## src/hdl/ppp_pkg.sv

```systemverilog
// shared types and constants for the perspective point projection core
package ppp_pkg;

   // fixed field widths of the configuration registers
   localparam int TRIG_BITS   = 16;
   localparam int FOCAL_BITS  = 24;
   localparam int GAIN_BITS   = 16;
   localparam int CENTER_BITS = 16;
   localparam int CSR_ADDR_BITS = 6;
   localparam int CSR_DATA_BITS = 64;

   // quotient bits of the divider; larger quotients clamp, which saturates anyway
   localparam int QUOT_BITS = 26;

   // register indexes, one register every eight bytes
   typedef enum logic [2:0] {
      REG_VIEW_TRIG     = 3'd0,
      REG_ORIGIN_EAST   = 3'd1,
      REG_ORIGIN_NORTH  = 3'd2,
      REG_ORIGIN_HEIGHT = 3'd3,
      REG_FOCAL_SCALE   = 3'd4,
      REG_SCREEN_CENTER = 3'd5,
      REG_HEIGHT_GAIN   = 3'd6,
      REG_DRAW_NULL     = 3'd7
   } reg_index_type;

   // result status codes
   typedef enum logic [1:0] {
      STATUS_PROJECTED = 2'd0,
      STATUS_NULL      = 2'd1,
      STATUS_DEPTH     = 2'd2
   } status_type;

   // side information that travels alongside the divider
   typedef struct packed {
      status_type status;
      logic       neg_x;
      logic       neg_y;
   } side_type;

endpackage

```

## src/hdl/ppp_csr.sv

```systemverilog
// configuration register file with apb-style access
module ppp_csr
   import ppp_pkg::*;
#(
   parameter int COORD_BITS = 32
) (
   input  logic                      clock,
   input  logic                      reset,
   input  logic                      csr_psel,
   input  logic                      csr_penable,
   input  logic                      csr_pwrite,
   input  logic [CSR_ADDR_BITS-1:0]  csr_paddr,
   input  logic [CSR_DATA_BITS-1:0]  csr_pwdata,
   output logic [CSR_DATA_BITS-1:0]  csr_prdata,
   output logic                      csr_pready,
   output logic [63:0]               view_trig,
   output logic [COORD_BITS-1:0]     origin_east,
   output logic [COORD_BITS-1:0]     origin_north,
   output logic [COORD_BITS-1:0]     origin_height,
   output logic [FOCAL_BITS-1:0]     focal_scale,
   output logic [31:0]               screen_center,
   output logic [GAIN_BITS-1:0]      height_gain,
   output logic                      draw_null
);

   logic [63:0]            view_trig_ff;
   logic [COORD_BITS-1:0]  origin_east_ff;
   logic [COORD_BITS-1:0]  origin_north_ff;
   logic [COORD_BITS-1:0]  origin_height_ff;
   logic [FOCAL_BITS-1:0]  focal_scale_ff;
   logic [31:0]            screen_center_ff;
   logic [GAIN_BITS-1:0]   height_gain_ff;
   logic                   draw_null_ff;
   logic                   wr_en;
   reg_index_type          idx;

   assign wr_en = csr_psel && csr_penable && csr_pwrite;
   assign idx   = reg_index_type'(csr_paddr[CSR_ADDR_BITS-1:3]);
   assign csr_pready = 1'b1;

   // register writes
   always_ff @(posedge clock) begin
      if (reset) begin
         view_trig_ff     <= 64'h4000_0000_4000_0000;
         origin_east_ff   <= '0;
         origin_north_ff  <= '0;
         origin_height_ff <= '0;
         focal_scale_ff   <= FOCAL_BITS'(256);
         screen_center_ff <= '0;
         height_gain_ff   <= GAIN_BITS'(256);
         draw_null_ff     <= 1'b0;
      end else if (wr_en) begin
         case (idx)
            REG_VIEW_TRIG:     view_trig_ff     <= csr_pwdata;
            REG_ORIGIN_EAST:   origin_east_ff   <= csr_pwdata[COORD_BITS-1:0];
            REG_ORIGIN_NORTH:  origin_north_ff  <= csr_pwdata[COORD_BITS-1:0];
            REG_ORIGIN_HEIGHT: origin_height_ff <= csr_pwdata[COORD_BITS-1:0];
            REG_FOCAL_SCALE:   focal_scale_ff   <= csr_pwdata[FOCAL_BITS-1:0];
            REG_SCREEN_CENTER: screen_center_ff <= csr_pwdata[31:0];
            REG_HEIGHT_GAIN:   height_gain_ff   <= csr_pwdata[GAIN_BITS-1:0];
            REG_DRAW_NULL:     draw_null_ff     <= csr_pwdata[0];
            default: ;
         endcase
      end
   end

   // read mux
   always_comb begin
      case (idx)
         REG_VIEW_TRIG:     csr_prdata = view_trig_ff;
         REG_ORIGIN_EAST:   csr_prdata = CSR_DATA_BITS'(origin_east_ff);
         REG_ORIGIN_NORTH:  csr_prdata = CSR_DATA_BITS'(origin_north_ff);
         REG_ORIGIN_HEIGHT: csr_prdata = CSR_DATA_BITS'(origin_height_ff);
         REG_FOCAL_SCALE:   csr_prdata = CSR_DATA_BITS'(focal_scale_ff);
         REG_SCREEN_CENTER: csr_prdata = CSR_DATA_BITS'(screen_center_ff);
         REG_HEIGHT_GAIN:   csr_prdata = CSR_DATA_BITS'(height_gain_ff);
         REG_DRAW_NULL:     csr_prdata = CSR_DATA_BITS'(draw_null_ff);
         default:           csr_prdata = '0;
      endcase
   end

   assign view_trig     = view_trig_ff;
   assign origin_east   = origin_east_ff;
   assign origin_north  = origin_north_ff;
   assign origin_height = origin_height_ff;
   assign focal_scale   = focal_scale_ff;
   assign screen_center = screen_center_ff;
   assign height_gain   = height_gain_ff;
   assign draw_null     = draw_null_ff;

endmodule

```

## config.mk

```make
export PLATFORM = sky130hd
export DESIGN_NAME = ppp_csr
export DESIGN_NICKNAME = d
export VERILOG_FILES = /design/src/hdl/ppp_pkg.sv /design/src/hdl/ppp_csr.sv
export SDC_FILE = /design/constraint.sdc
export NUM_CORES = 1
export LEC_CHECK = 0
export BUFFER_PORTS_ARGS = -buffer_cell sky130_fd_sc_hd__buf_2
export CORE_AREA = 2 2 145 147
export DETAILED_ROUTE_END_ITERATION = 7
export DIE_AREA = 0 0 147 149
export PLACE_DENSITY = 0.78
export RECOVER_POWER = 25
export SETUP_SLACK_MARGIN = 0.2
export SLEW_MARGIN = 20
export SYNTH_ARGS = -nofsm -noshare
export SYNTH_HDL_FRONTEND = slang
export SYNTH_SLANG_ARGS = --single-unit
export TNS_END_PERCENT = 30
```

## constraint.sdc

```tcl
create_clock -name clock -period 3.79 [get_ports clock]
set_input_delay 0.758 -clock clock [delete_from_list [all_inputs] [get_ports clock]]
set_output_delay 0.758 -clock clock [all_outputs]
set_load 0.02 [all_outputs]
```

; Yosys cells after proc, flatten, opt, wreduce, memory -nomap -nowiden
; Cells that the tools add are included.
[word_totals]
inputBits = 75
word_cells = 27
output_inout_bits = 298
register_bits = 233
[classes]
n_eq_ne = 7
mux = 1
reduce_logical = 11
[ops]
columns = operator, n
row1 = $pmux 64 s8, 1
row2 = $reduce_and 2->1, 8
row3 = $eq 3x3->1 const B, 4
row4 = $eq 3x2->1 const B, 2
row5 = $eq 3x1->1 const B, 1
row6 = $logic_not 3->1, 1
row7 = $logic_and 1x1->1, 2

; Depth between registers and ports, before layout
[logic_depth]
word_depth = 3
depth_mapped = 7
depth_no_buf = 4

; Least setup slack after synthesis
; Ideal clock, no wire load.
[synth_timing]
kind = input to output
startpoint = input port csr_paddr[5]
endpoint = output port csr_prdata[10]
t_arrival_ns = 1.916
path_buffers = 2
path_stages = 5
required_ns = 3.032
path_slack_ns = 1.116
cell_sequence = inv_1 -> clkbuf_1 -> clkbuf_1 -> o221ai_1 -> a21oi_1
[synth_between]
elab_chain_len = 2
elab_cells_between_ends = 9
cone_classes = 7 x eq/ne / 1 x mux / 1 x reduce/logical
[synth_rtl]
columns = element, line
row1 = from (decl), ppp_csr.sv:12  ; input logic [CSR_ADDR_BITS-1:0] csr_paddr,
row2 = "$eq 3x3->1, or another cell as far along", ppp_csr.sv:69  ; case (idx)
row3 = $pmux 64 s8 *, ppp_csr.sv:69
row4 = to (decl), ppp_csr.sv:14  ; output logic [CSR_DATA_BITS-1:0] csr_prdata,
; Every way passes the cells marked *; elsewhere a longest branch is shown, timed or not.

; Final worst setup path
[layout_timing]
startpoint = input port csr_paddr[3]
endpoint = output port csr_prdata[41]
; The elaborated chain is that of the path after synthesis.

==> out/metrics.cfg <==
[sta]
setup_viol=0
setup_slack_ns=0.4349
slew_viol_final=0
finalHoldViolCount=0
worst_pin_slew_ns=0.9046
rsz0062_at_grt=false
finClkSkew_ns=0
period_share_pct=88.53
slew_headroom_pct=39.69
fmax_mhz=298.1
final.min_clock_period_ns=3.355
setup-tns-final_ns=0

[synthesis]
syn_nets=1372
syn_inst=1297
synthArstFlopShare_pct=0
seq_area_frac_synth_pct=46.85
synth_edf_count=0
yosysUniqueCellTypes=42
synth_flop_cell=dfxtp_1
ys_ff_latch=233
synthesis.area_mm2=0.009956
post_synth.cell_area_avg_um2=7.676
ys_warn_count=0

[setup_path]
crit_start=csr_paddr[3]
critPathArrivalTime_ns=2.60
max_stage_delay_ns=0.47
worst-path-buf-inv=4
slowest_stage=or2_1
r2r-end=view_trig[43]$_SDFFE_PP0P_
path_depth=7
cp_max_fo=32
regToRegSetupSlack_ns=3.07
reg2regPathDepth=2
critical_path_class=input port to primary output
crit_path_end_kind=primary output
critPathLaunchType=input port
path_cells=buf_2 > buf_4 > or2_1 > nor2_1 > buf_4 > and2_1 > buf_2
required_ns=3.03
crit_family=buffers and inverters
rr_startpoint=view_trig[43]$_SDFFE_PP0P_
crit_path_end=csr_prdata[41]

[finish]
instances_no_fill=1913
multi_input_area_mm2=0.004770
seq_area_mm2=0.004664
design_area_mm2=0.01259
fillers=1911
nNetsFinal=1694
area.growth.synth_to_final_pct=26.45
layout-drive-gt1-share_pct=21.35

[drt]
drtIter0Drc=786
routedWlPerCell_um=19.35
first_pass_iters=5
wirelength_um=37020
drc=0
routed_via_density=5.573
dr_total_vias=10660
ant_nets=0

[floorplan]
die_w_um=147
coreArea_mm2=0.02056
rows=53
start_util_pct=48.43
die_area_mm2=0.02190
io_pins=373
dieHeight_um=149

[placed_design]
dpl_worst_slack_ns=0.3331
placed_area_mm2=0.01193
dpl.hpwl_um=24650
gp_congestion=0.8989
place_inst=1867
io_buffers=368

[clock_tree]
post_cts_resized=0
cts_tree=yes
cts_setup_buffers=0
clk_pin_slew_ns=0.06
insertion_delay_ns=0.52
cts_max_level=1
cts_buffers=25
cts_sinks=233
root_buffer=clkbuf_16
cts_hold_buf=0
clk_path_buf_depth=3

[global_routing]
grt_pass1_vias=9695
grt_pass1_wl_um=55000
grt_overflow_total=0
grt_usage_pct=31.95
grt_max_degree=95
antenna_found_initial=3

[power_and_ir_drop]
p_total_w=0.005297
power_density_mw_per_mm2=420.7
peakVddDrop_mv=0.3514
power_leakage_nw=5.030

[hold_path]
hold_path_depth=3
hp-class=input port to flip-flop

[run_status]
run_status=completed

[job]
cap_violations=0

## power by group
| group | switching [W] | internal, W | total, W |
|---|---|---|---|
| Sequential | 0.0000147 | 0.00247 | 0.00248 |
| Clock | 0.000980 | 0.00144 | 0.00242 |
| Combinational | 0.000279 | 0.000119 | 0.000398 |
| Total | 0.00127 | 0.00402 | 0.00530 |
## stage by stage
| stage | hold WS [ns] | util [%] |
|---|---|---|
| global route | 0.4680 | 61.24 |
| global placement | 0.4494 | 58.05 |
| floorplan | 0.5400 | - |
| detailed placement | 0.4594 | 58.05 |
| finish | 0.4659 | 61.24 |
| CTS | 0.4505 | 62.03 |
## registers in the layout (all words and copies together) (netlist names)
signal and count:
view_trig 64, origin_east 32, origin_height 32, origin_north 32, screen_center 32, focal_scale 24, height_gain 16, draw_null 1
## Yosys cell counts (all sizes together) (2+ instances only)
cell	instances	area share (%)
a22oi	9	0.68
a222oi	5	0.50
nor2b	4	0.28
a22o	17	1.5
and2	32	2.0
or2	8	0.50
nand2	476	18
a211oi	2	0.15
inv	4	0.15
a21oi	248	12
mux2	13	1.5
o21ai	9	0.45
nor2	44	1.8
a221o	6	0.60
mux4	4	0.90
o221a	6	0.68
mux2i	20	2.0
nand3b	4	0.30
a32oi	3	0.26
nand2b	11	0.69
o22ai	5	0.31
nand3	10	0.50
o22a	6	0.53
buf	53	3.3
o221ai	4	0.35
a221oi	2	0.18
clkbuf	53	2.0
dfxtp	233	47
## layout by cell type (no fill, tap or decap), types with 5 or more instances in the layout
cell / Yosys / final
nand3_1: 10 / 10
o21ai_0: 9 / 9
mux2_2: 13 / 13
mux2i_1: 20 / 20
a22o_1: 17 / 17
clkbuf_16: 0 / 25
nor2_1: 42 / 38
o221a_2: 6 / 6
or2_2: 5 / 7
a221o_1: 6 / 6
a21oi_1: 248 / 248
nand2b_1: 11 / 11
nand2_1: 476 / 476
a222oi_1: 5 / 5
o22ai_1: 5 / 5
and2_1: 32 / 32
buf_2: 37 / 236
clkbuf_1: 53 / 135
o22a_1: 6 / 6
a22oi_1: 9 / 9
dfxtp_1: 233 / 233
buf_4: 7 / 30
clkbuf_8: 0 / 12
nor2_4: 1 / 5
## area by class of cell
type / count / area share [%]
sequential: 233 / 37.05
clock inverter: 2 / 0.1093
antenna: 3 / 0.05963
clock buffer: 41 / 6.400
inverter: 4 / 0.1193
timing repair buffer: 401 / 15.64
tap: 275 / 2.733
multi-input combinational: 954 / 37.89
## tightest hold or removal path, cell delays in order
cell and delay, ns:
buf_2 0.07, nand2_1 0.04, nand3b_1 0.07
## worst min-delay path by stage
stage | slack (ns) | startpoint | end
after CTS | 0.45 | csr_pwdata[62] | view_trig[62]$_SDFFE_PP1P_
after global placement | 0.45 | view_trig[58]$_SDFFE_PP0P_ | view_trig[58]$_SDFFE_PP0P_
after global routing | 0.47 | csr_pwdata[62] | view_trig[62]$_SDFFE_PP1P_
after floorplan | 0.54 | view_trig[32]$_SDFFE_PP0P_ | view_trig[32]$_SDFFE_PP0P_
after detailed placement | 0.46 | height_gain[9]$_SDFFE_PP0P_ | height_gain[9]$_SDFFE_PP0P_
final | 0.47 | csr_pwdata[62] | view_trig[62]$_SDFFE_PP1P_
## metal layers
metal	routed length, µm	vias up	share of wire, %	track usage [%]
li1	-	4964	-	-
met1	14670	5040	40	41.10
met2	17490	565	47	53.22
met3	3624	92	9.8	6.575
met4	1239	0	3.3	12.26
met5	0	-	0	0
## cell families (layout without fill, tap and decap cells)
logic type             Yosys count  count (layout)  synth area share (%)
buffers and inverters          110             448                 5.480
other                            1               4               0.03767
DFF                            233             233                 46.85
AOI/OAI and AO/OA              324             324                 18.81
and+or+nand+nor                592             592                 24.43
muxes                           37              37                 4.386
No activity file was read; power rests on OpenSTA's default activity.
